File: config.mk
export PLATFORM = sky130hd
export DESIGN_NAME = leg_stance_trim_controller_flat
export DESIGN_NICKNAME = d
export VERILOG_FILES = /design/src/hdl/lstc_pkg.sv /design/src/hdl/lstc_if.sv /design/src/hdl/lstc_div.sv /design/src/hdl/lstc_lane.sv /design/src/hdl/leg_stance_trim_controller.sv /design/src/flat_wrapper.sv
export SDC_FILE = /design/constraint.sdc
export NUM_CORES = 2
export LEC_CHECK = 0
export ABC_AREA = 1
export BUFFER_PORTS_ARGS = -buffer_cell sky130_fd_sc_hd__buf_2
export CAP_MARGIN = 20
export CORE_MARGIN = 4
export CORE_UTILIZATION = 55
export DETAILED_ROUTE_END_ITERATION = 16
export GPL_TIMING_DRIVEN = 0
export HOLD_SLACK_MARGIN = 0.02
export PLACE_DENSITY = 0.72
export SYNTH_ARGS = -nofsm -noshare
export SYNTH_HDL_FRONTEND = slang
export SYNTH_SLANG_ARGS = --single-unit
File: constraint.sdc
create_clock -name clk -period 9.7 [get_ports clk]
set_input_delay 0.97 -clock clk [delete_from_list [all_inputs] [get_ports clk]]
set_output_delay 0.97 -clock clk [all_outputs]
set_load 0.005 [all_outputs]
File: src/hdl/lstc_pkg.sv
// Shared constants, types and helper functions of the leg stance trim controller.
package lstc_pkg;

    // Geometry
    localparam int LEG_COUNT = 4;
    localparam int DATA_W    = 16;
    localparam int SMOOTH_W  = 24;
    localparam int SLEW_W    = 12;
    localparam int GAIN_W    = 15;
    localparam int CFG_W     = 16;
    localparam int CFG_IDX_W = 2;

    // Stance count and divisor widths (divisor reaches LEG_COUNT + 2)
    localparam int NW  = $clog2(LEG_COUNT + 1);
    localparam int DVW = $clog2(LEG_COUNT + 3);

    // Quotient width of the shared divider
    localparam int QW = 20;

    // Register indexes
    typedef enum logic [CFG_IDX_W-1:0] {
        REG_CMD_ALPHA  = 2'd0,
        REG_SLEW_LIMIT = 2'd1,
        REG_THIGH_GAIN = 2'd2,
        REG_CALF_FF    = 2'd3
    } cfg_reg_t;

    // Register reset values
    localparam logic [CFG_W-1:0]  CMD_ALPHA_RST  = 16'd5243;
    localparam logic [SLEW_W-1:0] SLEW_LIMIT_RST = 12'd61;
    localparam logic [GAIN_W-1:0] THIGH_GAIN_RST = 15'd3686;
    localparam logic [GAIN_W-1:0] CALF_FF_RST    = 15'd4822;

    // Divider request and response
    typedef struct packed {
        logic           start;
        logic [QW-1:0]  dividend;
        logic [DVW-1:0] divisor;
    } div_req_t;

    typedef struct packed {
        logic          busy;
        logic          done;
        logic [QW-1:0] quotient;
    } div_rsp_t;

    // Control shared by all lanes
    typedef struct packed {
        logic              update;
        logic [SLEW_W-1:0] slew;
        logic [DATA_W-1:0] thigh_tgt;
        logic [DATA_W-1:0] calf_tgt;
    } lane_ctl_t;

    // Saturate a signed 24-bit value to signed 16 bits
    function automatic logic [DATA_W-1:0] sat16(input logic [23:0] v);
        if ($signed(v) > 24'sd32767)
        begin
            return 16'h7FFF;
        end
        else if ($signed(v) < -24'sd32768)
        begin
            return 16'h8000;
        end
        return v[15:0];
    endfunction

    // Move a trim toward its target by at most slew
    function automatic logic [DATA_W-1:0] trim_step(
        input logic [DATA_W-1:0] tgt,
        input logic [DATA_W-1:0] trim,
        input logic [SLEW_W-1:0] slew
    );
        logic signed [16:0] d;
        logic signed [16:0] lim;
        d   = $signed({tgt[15], tgt}) - $signed({trim[15], trim});
        lim = $signed({5'b0, slew});
        if (d > lim)
        begin
            d = lim;
        end
        else if (d < -lim)
        begin
            d = -lim;
        end
        return trim + d[15:0];
    endfunction

endpackage

File: src/hdl/lstc_if.sv
// Handshake channels: sensor/plan word in, joint command word out.
interface lstc_tick_if;
    import lstc_pkg::*;

    logic                 valid;
    logic                 ready;
    logic [DATA_W-1:0]    cmd_vx;
    logic [DATA_W-1:0]    meas_vx;
    logic [LEG_COUNT-1:0] contact_mask;
    logic                 run_enable;
    logic [DATA_W-1:0]    nominal_thigh_0;
    logic [DATA_W-1:0]    nominal_thigh_1;
    logic [DATA_W-1:0]    nominal_thigh_2;
    logic [DATA_W-1:0]    nominal_thigh_3;
    logic [DATA_W-1:0]    nominal_calf_0;
    logic [DATA_W-1:0]    nominal_calf_1;
    logic [DATA_W-1:0]    nominal_calf_2;
    logic [DATA_W-1:0]    nominal_calf_3;

    modport source (
        output valid, cmd_vx, meas_vx, contact_mask, run_enable,
               nominal_thigh_0, nominal_thigh_1, nominal_thigh_2, nominal_thigh_3,
               nominal_calf_0, nominal_calf_1, nominal_calf_2, nominal_calf_3,
        input  ready
    );

    modport sink (
        input  valid, cmd_vx, meas_vx, contact_mask, run_enable,
               nominal_thigh_0, nominal_thigh_1, nominal_thigh_2, nominal_thigh_3,
               nominal_calf_0, nominal_calf_1, nominal_calf_2, nominal_calf_3,
        output ready
    );
endinterface

interface lstc_joint_if;
    import lstc_pkg::*;

    logic              valid;
    logic              ready;
    logic [DATA_W-1:0] thigh_pos_0;
    logic [DATA_W-1:0] thigh_pos_1;
    logic [DATA_W-1:0] thigh_pos_2;
    logic [DATA_W-1:0] thigh_pos_3;
    logic [DATA_W-1:0] calf_pos_0;
    logic [DATA_W-1:0] calf_pos_1;
    logic [DATA_W-1:0] calf_pos_2;
    logic [DATA_W-1:0] calf_pos_3;

    modport source (
        output valid, thigh_pos_0, thigh_pos_1, thigh_pos_2, thigh_pos_3,
               calf_pos_0, calf_pos_1, calf_pos_2, calf_pos_3,
        input  ready
    );

    modport sink (
        input  valid, thigh_pos_0, thigh_pos_1, thigh_pos_2, thigh_pos_3,
               calf_pos_0, calf_pos_1, calf_pos_2, calf_pos_3,
        output ready
    );
endinterface

File: src/hdl/lstc_div.sv
// Shared restoring divider, one quotient bit per cycle, small divisor.
module lstc_div (
    input  logic              clk,
    input  logic              rst_n,
    input  lstc_pkg::div_req_t req,
    output lstc_pkg::div_rsp_t rsp
);
    import lstc_pkg::*;

    localparam int CW = $clog2(QW + 1);

    logic           busy_reg, busy_next;
    logic           done_reg, done_next;
    logic [CW-1:0]  cnt_reg, cnt_next;
    logic [DVW-1:0] rem_reg, rem_next;
    logic [QW-1:0]  quo_reg, quo_next;
    logic [DVW-1:0] dvs_reg, dvs_next;

    logic [DVW:0]   trial;
    logic [DVW:0]   diff;
    logic           ge;

    // One restoring step
    assign trial = {rem_reg, quo_reg[QW-1]};
    assign diff  = trial - {1'b0, dvs_reg};
    assign ge    = (trial >= {1'b0, dvs_reg});

    always_comb
    begin
        busy_next = busy_reg;
        done_next = 1'b0;
        cnt_next  = cnt_reg;
        rem_next  = rem_reg;
        quo_next  = quo_reg;
        dvs_next  = dvs_reg;
        if (req.start && !busy_reg)
        begin
            busy_next = 1'b1;
            cnt_next  = CW'(QW);
            rem_next  = '0;
            quo_next  = req.dividend;
            dvs_next  = req.divisor;
        end
        else if (busy_reg)
        begin
            rem_next = ge ? diff[DVW-1:0] : trial[DVW-1:0];
            quo_next = {quo_reg[QW-2:0], ge};
            cnt_next = cnt_reg - CW'(1);
            if (cnt_reg == CW'(1))
            begin
                busy_next = 1'b0;
                done_next = 1'b1;
            end
        end
    end

    // Control state
    always_ff @(posedge clk or negedge rst_n)
    begin
        if (!rst_n)
        begin
            busy_reg <= 1'b0;
            done_reg <= 1'b0;
            cnt_reg  <= '0;
        end
        else
        begin
            busy_reg <= busy_next;
            done_reg <= done_next;
            cnt_reg  <= cnt_next;
        end
    end

    // Datapath
    always_ff @(posedge clk)
    begin
        rem_reg <= rem_next;
        quo_reg <= quo_next;
        dvs_reg <= dvs_next;
    end

    assign rsp.busy     = busy_reg;
    assign rsp.done     = done_reg;
    assign rsp.quotient = quo_reg;

endmodule

File: src/hdl/lstc_lane.sv
// One leg lane: holds the thigh and calf trims and forms the joint commands.
module lstc_lane (
    input  logic                           clk,
    input  logic                           rst_n,
    input  lstc_pkg::lane_ctl_t            ctl,
    input  logic                           stance,
    input  logic [lstc_pkg::DATA_W-1:0]    nom_thigh,
    input  logic [lstc_pkg::DATA_W-1:0]    nom_calf,
    output logic [lstc_pkg::DATA_W-1:0]    thigh_pos,
    output logic [lstc_pkg::DATA_W-1:0]    calf_pos
);
    import lstc_pkg::*;

    logic [DATA_W-1:0] thigh_trim_reg, thigh_trim_next;
    logic [DATA_W-1:0] calf_trim_reg, calf_trim_next;

    // On an update, slew-limited step for stance and clear for swing; otherwise hold
    always_comb
    begin
        thigh_trim_next = thigh_trim_reg;
        calf_trim_next  = calf_trim_reg;
        if (ctl.update)
        begin
            if (stance)
            begin
                thigh_trim_next = trim_step(ctl.thigh_tgt, thigh_trim_reg, ctl.slew);
                calf_trim_next  = trim_step(ctl.calf_tgt, calf_trim_reg, ctl.slew);
            end
            else
            begin
                thigh_trim_next = '0;
                calf_trim_next  = '0;
            end
        end
    end

    always_ff @(posedge clk or negedge rst_n)
    begin
        if (!rst_n)
        begin
            thigh_trim_reg <= '0;
            calf_trim_reg  <= '0;
        end
        else
        begin
            thigh_trim_reg <= thigh_trim_next;
            calf_trim_reg  <= calf_trim_next;
        end
    end

    // Nominal plus trim, saturated
    assign thigh_pos = sat16({{8{nom_thigh[15]}}, nom_thigh}
                             + {{8{thigh_trim_reg[15]}}, thigh_trim_reg});
    assign calf_pos  = sat16({{8{nom_calf[15]}}, nom_calf}
                             + {{8{calf_trim_reg[15]}}, calf_trim_reg});

endmodule

File: src/hdl/leg_stance_trim_controller.sv
// Top level: command filter, target solve, leg lanes and output merge.
//
// Usage:
//   tick   : input word per control tick (speeds, contact mask, run flag,
//            nominal joint angles). Taken when valid and ready are high.
//   joints : output word with thigh and calf commands for every leg.
//   cfg_*  : register writes, taken on any clock edge with cfg_we high;
//            write only while the block is idle.
// A word with run_enable low is taken and gives no output.
// Otherwise the word runs through the filter, target and division steps, and
// the next word is taken only once its result has left the last step. Each
// word uses the shared 20-step divider twice, once for the thigh target and
// once for the calf target.
// A finished word waits in the output register while the receiver stalls;
// a new word is taken meanwhile and its result waits at the last step until
// the register frees up.
// Reset clears the command filter, all trims and the output valid, and loads
// the register defaults.
module leg_stance_trim_controller (
    input  logic                              clk,
    input  logic                              rst_n,
    lstc_tick_if.sink                         tick,
    lstc_joint_if.source                      joints,
    input  logic                              cfg_we,
    input  logic [lstc_pkg::CFG_IDX_W-1:0]    cfg_index,
    input  logic [lstc_pkg::CFG_W-1:0]        cfg_data
);
    import lstc_pkg::*;

    typedef enum logic [3:0] {
        S_IDLE,
        S_FILT_MUL,
        S_FILT_ADD,
        S_ERR,
        S_GAIN_MUL,
        S_ABS,
        S_DIVT_GO,
        S_DIVT_WAIT,
        S_DIVC_GO,
        S_DIVC_WAIT,
        S_TRIM,
        S_OUT
    } state_t;

    state_t state_reg;

    // Configuration registers
    logic [CFG_W-1:0]  alpha_reg;
    logic [SLEW_W-1:0] slew_reg;
    logic [GAIN_W-1:0] gain_reg;
    logic [GAIN_W-1:0] ff_reg;

    // Filter and target datapath
    logic [SMOOTH_W-1:0] smooth_reg;
    logic [24:0]         diff_reg;
    logic [41:0]         prod_reg;
    logic [DATA_W-1:0]   meas_reg;
    logic [24:0]         err_reg;
    logic [40:0]         num_reg;
    logic [39:0]         mag_reg;
    logic                neg_reg;
    logic [NW-1:0]       n_reg;
    logic [LEG_COUNT-1:0] mask_reg;
    logic [DATA_W-1:0]   thigh_tgt_reg;
    logic [DATA_W-1:0]   calf_tgt_reg;
    logic [DATA_W-1:0]   nom_thigh_reg [LEG_COUNT];
    logic [DATA_W-1:0]   nom_calf_reg  [LEG_COUNT];

    // Output register
    logic                out_valid_reg;
    logic [DATA_W-1:0]   thigh_out_reg [LEG_COUNT];
    logic [DATA_W-1:0]   calf_out_reg  [LEG_COUNT];

    logic                take;
    logic                out_free;
    logic                out_load;
    logic [41:0]         rnd;
    logic [DVW-1:0]      dvs_thigh;
    logic [DVW-1:0]      dvs_calf;
    logic [40:0]         thigh_sum;
    logic [QW-1:0]       q;

    div_req_t            div_req;
    div_rsp_t            div_rsp;
    lane_ctl_t           lane_ctl;
    logic [DATA_W-1:0]   thigh_pos_w [LEG_COUNT];
    logic [DATA_W-1:0]   calf_pos_w  [LEG_COUNT];

    assign tick.ready = (state_reg == S_IDLE);
    assign take       = tick.valid && tick.ready;
    assign out_free   = !out_valid_reg || joints.ready;
    assign out_load   = (state_reg == S_OUT) && out_free;

    // Filter rounding: (alpha * diff + 2^15) >> 16
    assign rnd = prod_reg + 42'd32768;

    // Divisors: 2 + n for thigh, max(n,1) for calf
    assign dvs_thigh = DVW'(n_reg) + DVW'(2);
    assign dvs_calf  = (n_reg == '0) ? DVW'(1) : DVW'(n_reg);
    assign thigh_sum = {1'b0, mag_reg} + (41'(dvs_thigh) << 19);
    assign q         = div_rsp.quotient;

    // Divider requests
    always_comb
    begin
        div_req.start    = 1'b0;
        div_req.dividend = thigh_sum[39:20];
        div_req.divisor  = dvs_thigh;
        case (state_reg)
            S_DIVT_GO:
            begin
                div_req.start = 1'b1;
            end
            S_DIVC_GO:
            begin
                div_req.start    = 1'b1;
                div_req.dividend = QW'(ff_reg) + QW'(dvs_calf >> 1);
                div_req.divisor  = dvs_calf;
            end
            default:
            begin
                div_req.start = 1'b0;
            end
        endcase
    end

    lstc_div u_div (
        .clk   (clk),
        .rst_n (rst_n),
        .req   (div_req),
        .rsp   (div_rsp)
    );

    // Lanes
    assign lane_ctl.update    = (state_reg == S_TRIM);
    assign lane_ctl.slew      = slew_reg;
    assign lane_ctl.thigh_tgt = thigh_tgt_reg;
    assign lane_ctl.calf_tgt  = calf_tgt_reg;

    for (genvar i = 0; i < LEG_COUNT; i++)
    begin : g_lane
        lstc_lane u_lane (
            .clk       (clk),
            .rst_n     (rst_n),
            .ctl       (lane_ctl),
            .stance    (mask_reg[i]),
            .nom_thigh (nom_thigh_reg[i]),
            .nom_calf  (nom_calf_reg[i]),
            .thigh_pos (thigh_pos_w[i]),
            .calf_pos  (calf_pos_w[i])
        );
    end

    // Configuration writes
    always_ff @(posedge clk or negedge rst_n)
    begin
        if (!rst_n)
        begin
            alpha_reg <= CMD_ALPHA_RST;
            slew_reg  <= SLEW_LIMIT_RST;
            gain_reg  <= THIGH_GAIN_RST;
            ff_reg    <= CALF_FF_RST;
        end
        else if (cfg_we)
        begin
            case (cfg_reg_t'(cfg_index))
                REG_CMD_ALPHA:  alpha_reg <= cfg_data;
                REG_SLEW_LIMIT: slew_reg  <= cfg_data[SLEW_W-1:0];
                REG_THIGH_GAIN: gain_reg  <= cfg_data[GAIN_W-1:0];
                REG_CALF_FF:    ff_reg    <= cfg_data[GAIN_W-1:0];
                default:        alpha_reg <= alpha_reg;
            endcase
        end
    end

    // Sequencer, filter state and output valid
    always_ff @(posedge clk or negedge rst_n)
    begin
        if (!rst_n)
        begin
            state_reg     <= S_IDLE;
            smooth_reg    <= '0;
            out_valid_reg <= 1'b0;
        end
        else
        begin
            // load a finished word, or drop the one just taken
            out_valid_reg <= out_load || (out_valid_reg && !joints.ready);
            case (state_reg)
                S_IDLE:
                begin
                    if (take && tick.run_enable)
                    begin
                        state_reg <= S_FILT_MUL;
                    end
                end
                S_FILT_MUL:  state_reg <= S_FILT_ADD;
                S_FILT_ADD:
                begin
                    smooth_reg <= smooth_reg + rnd[39:16];
                    state_reg  <= S_ERR;
                end
                S_ERR:       state_reg <= S_GAIN_MUL;
                S_GAIN_MUL:  state_reg <= S_ABS;
                S_ABS:       state_reg <= S_DIVT_GO;
                S_DIVT_GO:   state_reg <= S_DIVT_WAIT;
                S_DIVT_WAIT:
                begin
                    if (div_rsp.done)
                    begin
                        state_reg <= S_DIVC_GO;
                    end
                end
                S_DIVC_GO:   state_reg <= S_DIVC_WAIT;
                S_DIVC_WAIT:
                begin
                    if (div_rsp.done)
                    begin
                        state_reg <= S_TRIM;
                    end
                end
                S_TRIM:      state_reg <= S_OUT;
                S_OUT:
                begin
                    if (out_free)
                    begin
                        state_reg <= S_IDLE;
                    end
                end
                default:     state_reg <= S_IDLE;
            endcase
        end
    end

    // Datapath registers
    always_ff @(posedge clk)
    begin
        if (take)
        begin
            diff_reg  <= {tick.cmd_vx[15], tick.cmd_vx, 8'b0}
                         - {smooth_reg[SMOOTH_W-1], smooth_reg};
            meas_reg  <= tick.meas_vx;
            mask_reg  <= tick.contact_mask;
            n_reg     <= NW'($countones(tick.contact_mask));
            nom_thigh_reg[0] <= tick.nominal_thigh_0;
            nom_thigh_reg[1] <= tick.nominal_thigh_1;
            nom_thigh_reg[2] <= tick.nominal_thigh_2;
            nom_thigh_reg[3] <= tick.nominal_thigh_3;
            nom_calf_reg[0]  <= tick.nominal_calf_0;
            nom_calf_reg[1]  <= tick.nominal_calf_1;
            nom_calf_reg[2]  <= tick.nominal_calf_2;
            nom_calf_reg[3]  <= tick.nominal_calf_3;
        end
        if (state_reg == S_FILT_MUL)
        begin
            prod_reg <= 42'($signed({1'b0, alpha_reg}) * $signed(diff_reg));
        end
        if (state_reg == S_ERR)
        begin
            err_reg <= {meas_reg[15], meas_reg, 8'b0}
                       - {smooth_reg[SMOOTH_W-1], smooth_reg};
        end
        if (state_reg == S_GAIN_MUL)
        begin
            num_reg <= 41'($signed({1'b0, gain_reg}) * $signed(err_reg));
        end
        if (state_reg == S_ABS)
        begin
            neg_reg <= num_reg[40];
            mag_reg <= num_reg[40] ? 40'(-num_reg) : num_reg[39:0];
        end
        // Thigh target: signed quotient, saturated
        if (state_reg == S_DIVT_WAIT && div_rsp.done)
        begin
            if (!neg_reg && q > QW'(32767))
            begin
                thigh_tgt_reg <= 16'h7FFF;
            end
            else if (neg_reg && q > QW'(32768))
            begin
                thigh_tgt_reg <= 16'h8000;
            end
            else
            begin
                thigh_tgt_reg <= neg_reg ? 16'(-q[15:0]) : q[15:0];
            end
        end
        // Calf target: negative weight share
        if (state_reg == S_DIVC_WAIT && div_rsp.done)
        begin
            calf_tgt_reg <= 16'(16'd0 - q[15:0]);
        end
        // Merge lane results into the output word
        if (out_load)
        begin
            for (int i = 0; i < LEG_COUNT; i++)
            begin
                thigh_out_reg[i] <= thigh_pos_w[i];
                calf_out_reg[i]  <= calf_pos_w[i];
            end
        end
    end

    assign joints.valid       = out_valid_reg;
    assign joints.thigh_pos_0 = thigh_out_reg[0];
    assign joints.thigh_pos_1 = thigh_out_reg[1];
    assign joints.thigh_pos_2 = thigh_out_reg[2];
    assign joints.thigh_pos_3 = thigh_out_reg[3];
    assign joints.calf_pos_0  = calf_out_reg[0];
    assign joints.calf_pos_1  = calf_out_reg[1];
    assign joints.calf_pos_2  = calf_out_reg[2];
    assign joints.calf_pos_3  = calf_out_reg[3];

`ifndef NO_ASSERTIONS
    // A new output word only comes from the output step
    a_out_src: assert property (@(posedge clk) disable iff (!rst_n)
        $rose(out_valid_reg) |-> $past(state_reg) == S_OUT)
        else $error("output word appeared outside the output step");

    // Divider completes only while the sequencer waits for it
    a_div_done: assert property (@(posedge clk) disable iff (!rst_n)
        div_rsp.done |-> (state_reg == S_DIVT_WAIT || state_reg == S_DIVC_WAIT))
        else $error("divider finished outside a division step");

    // Stance count matches the latched contact mask during the solve
    a_count: assert property (@(posedge clk) disable iff (!rst_n)
        (state_reg != S_IDLE) |-> ($countones(mask_reg) == int'(n_reg)))
        else $error("stance count disagrees with contact mask");

    // The divider is never started while busy
    a_div_busy: assert property (@(posedge clk) disable iff (!rst_n)
        div_req.start |-> !div_rsp.busy)
        else $error("divider started while busy");
`endif

endmodule
File: src/flat_wrapper.sv
// flat-port wrapper written by rule: the top's interface ports become plain ports
module leg_stance_trim_controller_flat import lstc_pkg::*;
  (clk, rst_n, cfg_we, cfg_index, cfg_data, tick_valid, tick_cmd_vx, tick_meas_vx, tick_contact_mask, tick_run_enable, tick_nominal_thigh_0, tick_nominal_thigh_1, tick_nominal_thigh_2, tick_nominal_thigh_3, tick_nominal_calf_0, tick_nominal_calf_1, tick_nominal_calf_2, tick_nominal_calf_3, tick_ready, joints_valid, joints_thigh_pos_0, joints_thigh_pos_1, joints_thigh_pos_2, joints_thigh_pos_3, joints_calf_pos_0, joints_calf_pos_1, joints_calf_pos_2, joints_calf_pos_3, joints_ready);
  lstc_tick_if tick_i ();
  lstc_joint_if joints_i ();
  input  logic clk;
  input  logic rst_n;
  input  logic cfg_we;
  input  logic [lstc_pkg::CFG_IDX_W-1:0] cfg_index;
  input  logic [lstc_pkg::CFG_W-1:0] cfg_data;
  input wire logic [$bits(tick_i.valid)-1:0] tick_valid;
  input wire logic [$bits(tick_i.cmd_vx)-1:0] tick_cmd_vx;
  input wire logic [$bits(tick_i.meas_vx)-1:0] tick_meas_vx;
  input wire logic [$bits(tick_i.contact_mask)-1:0] tick_contact_mask;
  input wire logic [$bits(tick_i.run_enable)-1:0] tick_run_enable;
  input wire logic [$bits(tick_i.nominal_thigh_0)-1:0] tick_nominal_thigh_0;
  input wire logic [$bits(tick_i.nominal_thigh_1)-1:0] tick_nominal_thigh_1;
  input wire logic [$bits(tick_i.nominal_thigh_2)-1:0] tick_nominal_thigh_2;
  input wire logic [$bits(tick_i.nominal_thigh_3)-1:0] tick_nominal_thigh_3;
  input wire logic [$bits(tick_i.nominal_calf_0)-1:0] tick_nominal_calf_0;
  input wire logic [$bits(tick_i.nominal_calf_1)-1:0] tick_nominal_calf_1;
  input wire logic [$bits(tick_i.nominal_calf_2)-1:0] tick_nominal_calf_2;
  input wire logic [$bits(tick_i.nominal_calf_3)-1:0] tick_nominal_calf_3;
  output wire logic [$bits(tick_i.ready)-1:0] tick_ready;
  output wire logic [$bits(joints_i.valid)-1:0] joints_valid;
  output wire logic [$bits(joints_i.thigh_pos_0)-1:0] joints_thigh_pos_0;
  output wire logic [$bits(joints_i.thigh_pos_1)-1:0] joints_thigh_pos_1;
  output wire logic [$bits(joints_i.thigh_pos_2)-1:0] joints_thigh_pos_2;
  output wire logic [$bits(joints_i.thigh_pos_3)-1:0] joints_thigh_pos_3;
  output wire logic [$bits(joints_i.calf_pos_0)-1:0] joints_calf_pos_0;
  output wire logic [$bits(joints_i.calf_pos_1)-1:0] joints_calf_pos_1;
  output wire logic [$bits(joints_i.calf_pos_2)-1:0] joints_calf_pos_2;
  output wire logic [$bits(joints_i.calf_pos_3)-1:0] joints_calf_pos_3;
  input wire logic [$bits(joints_i.ready)-1:0] joints_ready;
  assign tick_i.valid = tick_valid;
  assign tick_i.cmd_vx = tick_cmd_vx;
  assign tick_i.meas_vx = tick_meas_vx;
  assign tick_i.contact_mask = tick_contact_mask;
  assign tick_i.run_enable = tick_run_enable;
  assign tick_i.nominal_thigh_0 = tick_nominal_thigh_0;
  assign tick_i.nominal_thigh_1 = tick_nominal_thigh_1;
  assign tick_i.nominal_thigh_2 = tick_nominal_thigh_2;
  assign tick_i.nominal_thigh_3 = tick_nominal_thigh_3;
  assign tick_i.nominal_calf_0 = tick_nominal_calf_0;
  assign tick_i.nominal_calf_1 = tick_nominal_calf_1;
  assign tick_i.nominal_calf_2 = tick_nominal_calf_2;
  assign tick_i.nominal_calf_3 = tick_nominal_calf_3;
  assign tick_ready = tick_i.ready;
  assign joints_valid = joints_i.valid;
  assign joints_thigh_pos_0 = joints_i.thigh_pos_0;
  assign joints_thigh_pos_1 = joints_i.thigh_pos_1;
  assign joints_thigh_pos_2 = joints_i.thigh_pos_2;
  assign joints_thigh_pos_3 = joints_i.thigh_pos_3;
  assign joints_calf_pos_0 = joints_i.calf_pos_0;
  assign joints_calf_pos_1 = joints_i.calf_pos_1;
  assign joints_calf_pos_2 = joints_i.calf_pos_2;
  assign joints_calf_pos_3 = joints_i.calf_pos_3;
  assign joints_i.ready = joints_ready;
  leg_stance_trim_controller u_core (.clk(clk), .rst_n(rst_n), .tick(tick_i), .joints(joints_i), .cfg_we(cfg_we), .cfg_index(cfg_index), .cfg_data(cfg_data));
endmodule
==> impl_metrics.yaml <==
route:
  drt_wl_total_mm: 248
  ant_nets: 0
  drt_iter0_markers: 5865
  dr_wl_met2_mm: 113
  wl_met1_mm: 99.9
  vias: 69200
  vias_per_cell: 5.62
  drt-wirelength-per-cell_um: 20.2
  drc: 0
  dr.pass1.iters: 6
  topRoutingLayerUsed: "met5"
  met3_length_mm: 22.8
floorplan:
  die_h_um: 393
  ios: 318
  dieArea_um2: 154000
  die-width_um: 393
  rows: 140
  core_area_um2: 146000
  initial_core_util_pct: 55.6
sta:
  hold_viol: 0
  rsz0062_at_grt: "no"
  fin_crit_ns: 8.52
  tightest_slew_ns: 1.23
  clock_skew_ns: 0.0434
  min_period_over_period_pct: 87.8
  worst_slack_ns: 1.18
  max_freq_mhz: 117
  slew_viol_final: 0
  slew-limit-headroom_pct: 17.8
  setup_viol: 0
layout:
  layout.nets: 12200
  final_cell_mix: "2058 x nand2_1, 2015 x inv_1, 890 x ha_1"
  drive_gt1_share_pct: 6.19
  instances_no_fill: 12300
  final_common_cell: "nand2_1"
  area_growth_pct: 9.38
  stdcell_area_um2: 89000
worst_setup_path:
  crit_family: "simple AND/OR/NAND/NOR gates"
  critical-path-max-stage-delay_ns: 0.84
  cp_slowest_cell: "clkinv_1"
  cp_max_fo: 16
  critPathLaunchType: "flop"
  critPathArrivalTime_ns: 9.09
  crit_top_cell: "nand2_1"
  crit_type: "flop to flop"
  worstPathRequired_ns: 10.27
  worst_setup_path_end_kind: "flop"
  critPathBufInv: 5
cts:
  clk_pin_slew_ns: 0.06
  cts_tree: "yes"
  numCtsBuffers: 87
  htreeDepth: 3
  clk_latency_ns: 0.73
  clkSinkCount: 697
  cts-root-buf: "clkbuf_16"
  cts_resized: 0
  post_cts_buffers: 0
  cts_buffer_depth: 3
  hold_buffers: 0
grt:
  grt_max_degree: 104
  grt-ovfl-total: 0
  grt_pass1_wl_mm: 381
  grt_usage_pct: 32.1
  antenna_found_initial: 14
  grt_pass1_vias: 68600
synthesis:
  synth_nets: 11700
  syn_inst: 9881
  yosysWarnings: 0
  synth_seq_cells: 697
  synth-main-ff-cell: "edfxtp_1"
  avgSynthCellArea_um2: 8.23
  ys_seq_area_share_pct: 24.4
  ys_types: 74
  synth_top_area_share_pct: 18.9
  synthTopCellsByArea: "fa_1 19%, edfxtp_1 17%, ha_1 14%, nand2_1 9.5%, inv_1 9.3%"
  synth_area_leader_cell: "fa_1"
  synth_edf_count: 472
  syn_area_um2: 81400
  ys_async_sr_fraction_pct: 31.9
placed_design:
  placed_area_um2: 85900
  port_buffers: 317
  post-place-cells: 12100
  pre_cts_ws_ns: 1.48
  gp_congestion: 0.992
  post-dp-hpwl_mm: 200
job:
  drv_cap: 0
worst_hold_path:
  hp-class: "input port to asynchronous set/reset pin"
outcome:
  status: "completed"
-- routing by layer --
layer | up-vias | global-route usage (%)
met2 | 2828 | 51.8
met3 | 621 | 6.99
met5 | - | 0
met1 | 33100 | 41.6
li1 | 32700 | -
met4 | 8 | 14.0
-- final timing paths --
check	from	endpoint	slack, ns	cells past startpoint
setup / recovery	u_core.slew_reg[1]$_DFFE_PN0P_	u_core.g_lane[3].u_lane.thigh_trim_reg[12]$_DFFE_PN0N_	1.18	38
hold / removal	rst_n	u_core.smooth_reg[21]$_DFFE_PN0P_	0.15	1
setup reg to reg	u_core.slew_reg[1]$_DFFE_PN0P_	u_core.g_lane[3].u_lane.thigh_trim_reg[12]$_DFFE_PN0N_	1.18	38
hold reg to reg	u_core.u_div.rem_reg[1]$_SDFFE_PP0P_	u_core.u_div.rem_reg[1]$_SDFFE_PP0P_	0.49	2
max in group asynchronous	rst_n	u_core.g_lane[1].u_lane.calf_trim_reg[0]$_DFFE_PN0N_	8.21	3
min in group clk	tick_nominal_calf_1[14]	u_core.nom_calf_reg[1][14]$_DFFE_PP_	0.42	1
-- cells by family after synthesis --
logic type | after synthesis | synth area share, %
buffers and inverters | 2299 | 10.7
AOI/OAI and AO/OA | 1778 | 12.4
adders and majority gates | 1659 | 32.6
DFF | 697 | 24.4
and+or+nand+nor | 2992 | 15.0
xor gates and xnor gates | 455 | 4.97
muxes | 1 | 0.0138
-- synthesized netlist by cell type (all sizes together), types with 27 or more instances --
cell type	count
nor4	31
nor3	97
clkbuf	233
fa	769
o21ai	679
inv	2024
nor2	427
nand4	76
nand2	2063
o22ai	75
o31ai	37
xor2	274
xnor2	181
buf	29
edfxtp	472
a21o	28
a21oi	659
ha	890
nand3	261
a31oi	48
o21bai	28
o211ai	93
dfrtp	195
dfstp	27
-- per-stage QoR --
stage	setup TNS (ns)	util (%)	hold WS, ns
global placement	-1013.68	58.4	0.460
finish	0	60.8	0.149
detailed placement	0	58.8	0.471
floorplan	0	-	0.428
global route	0	60.8	0.174
CTS	0	60.8	0.139
-- area by class of cell --
class                   count  area [µm²]
diodes                      7        17.5
plain buffers             262        1050
clock buffers             109        2340
clock inverters            54         654
fillers                 12900       57300
inverters                2037        7650
multi-input cells        6885       52900
flip-flops and latches    697       19800
well taps                1917        2400
repair buffers            346        2120
Power is left out: the tool's default activity adds up to more than one toggle a clock period on the data nets, which glitch-free logic cannot reach.
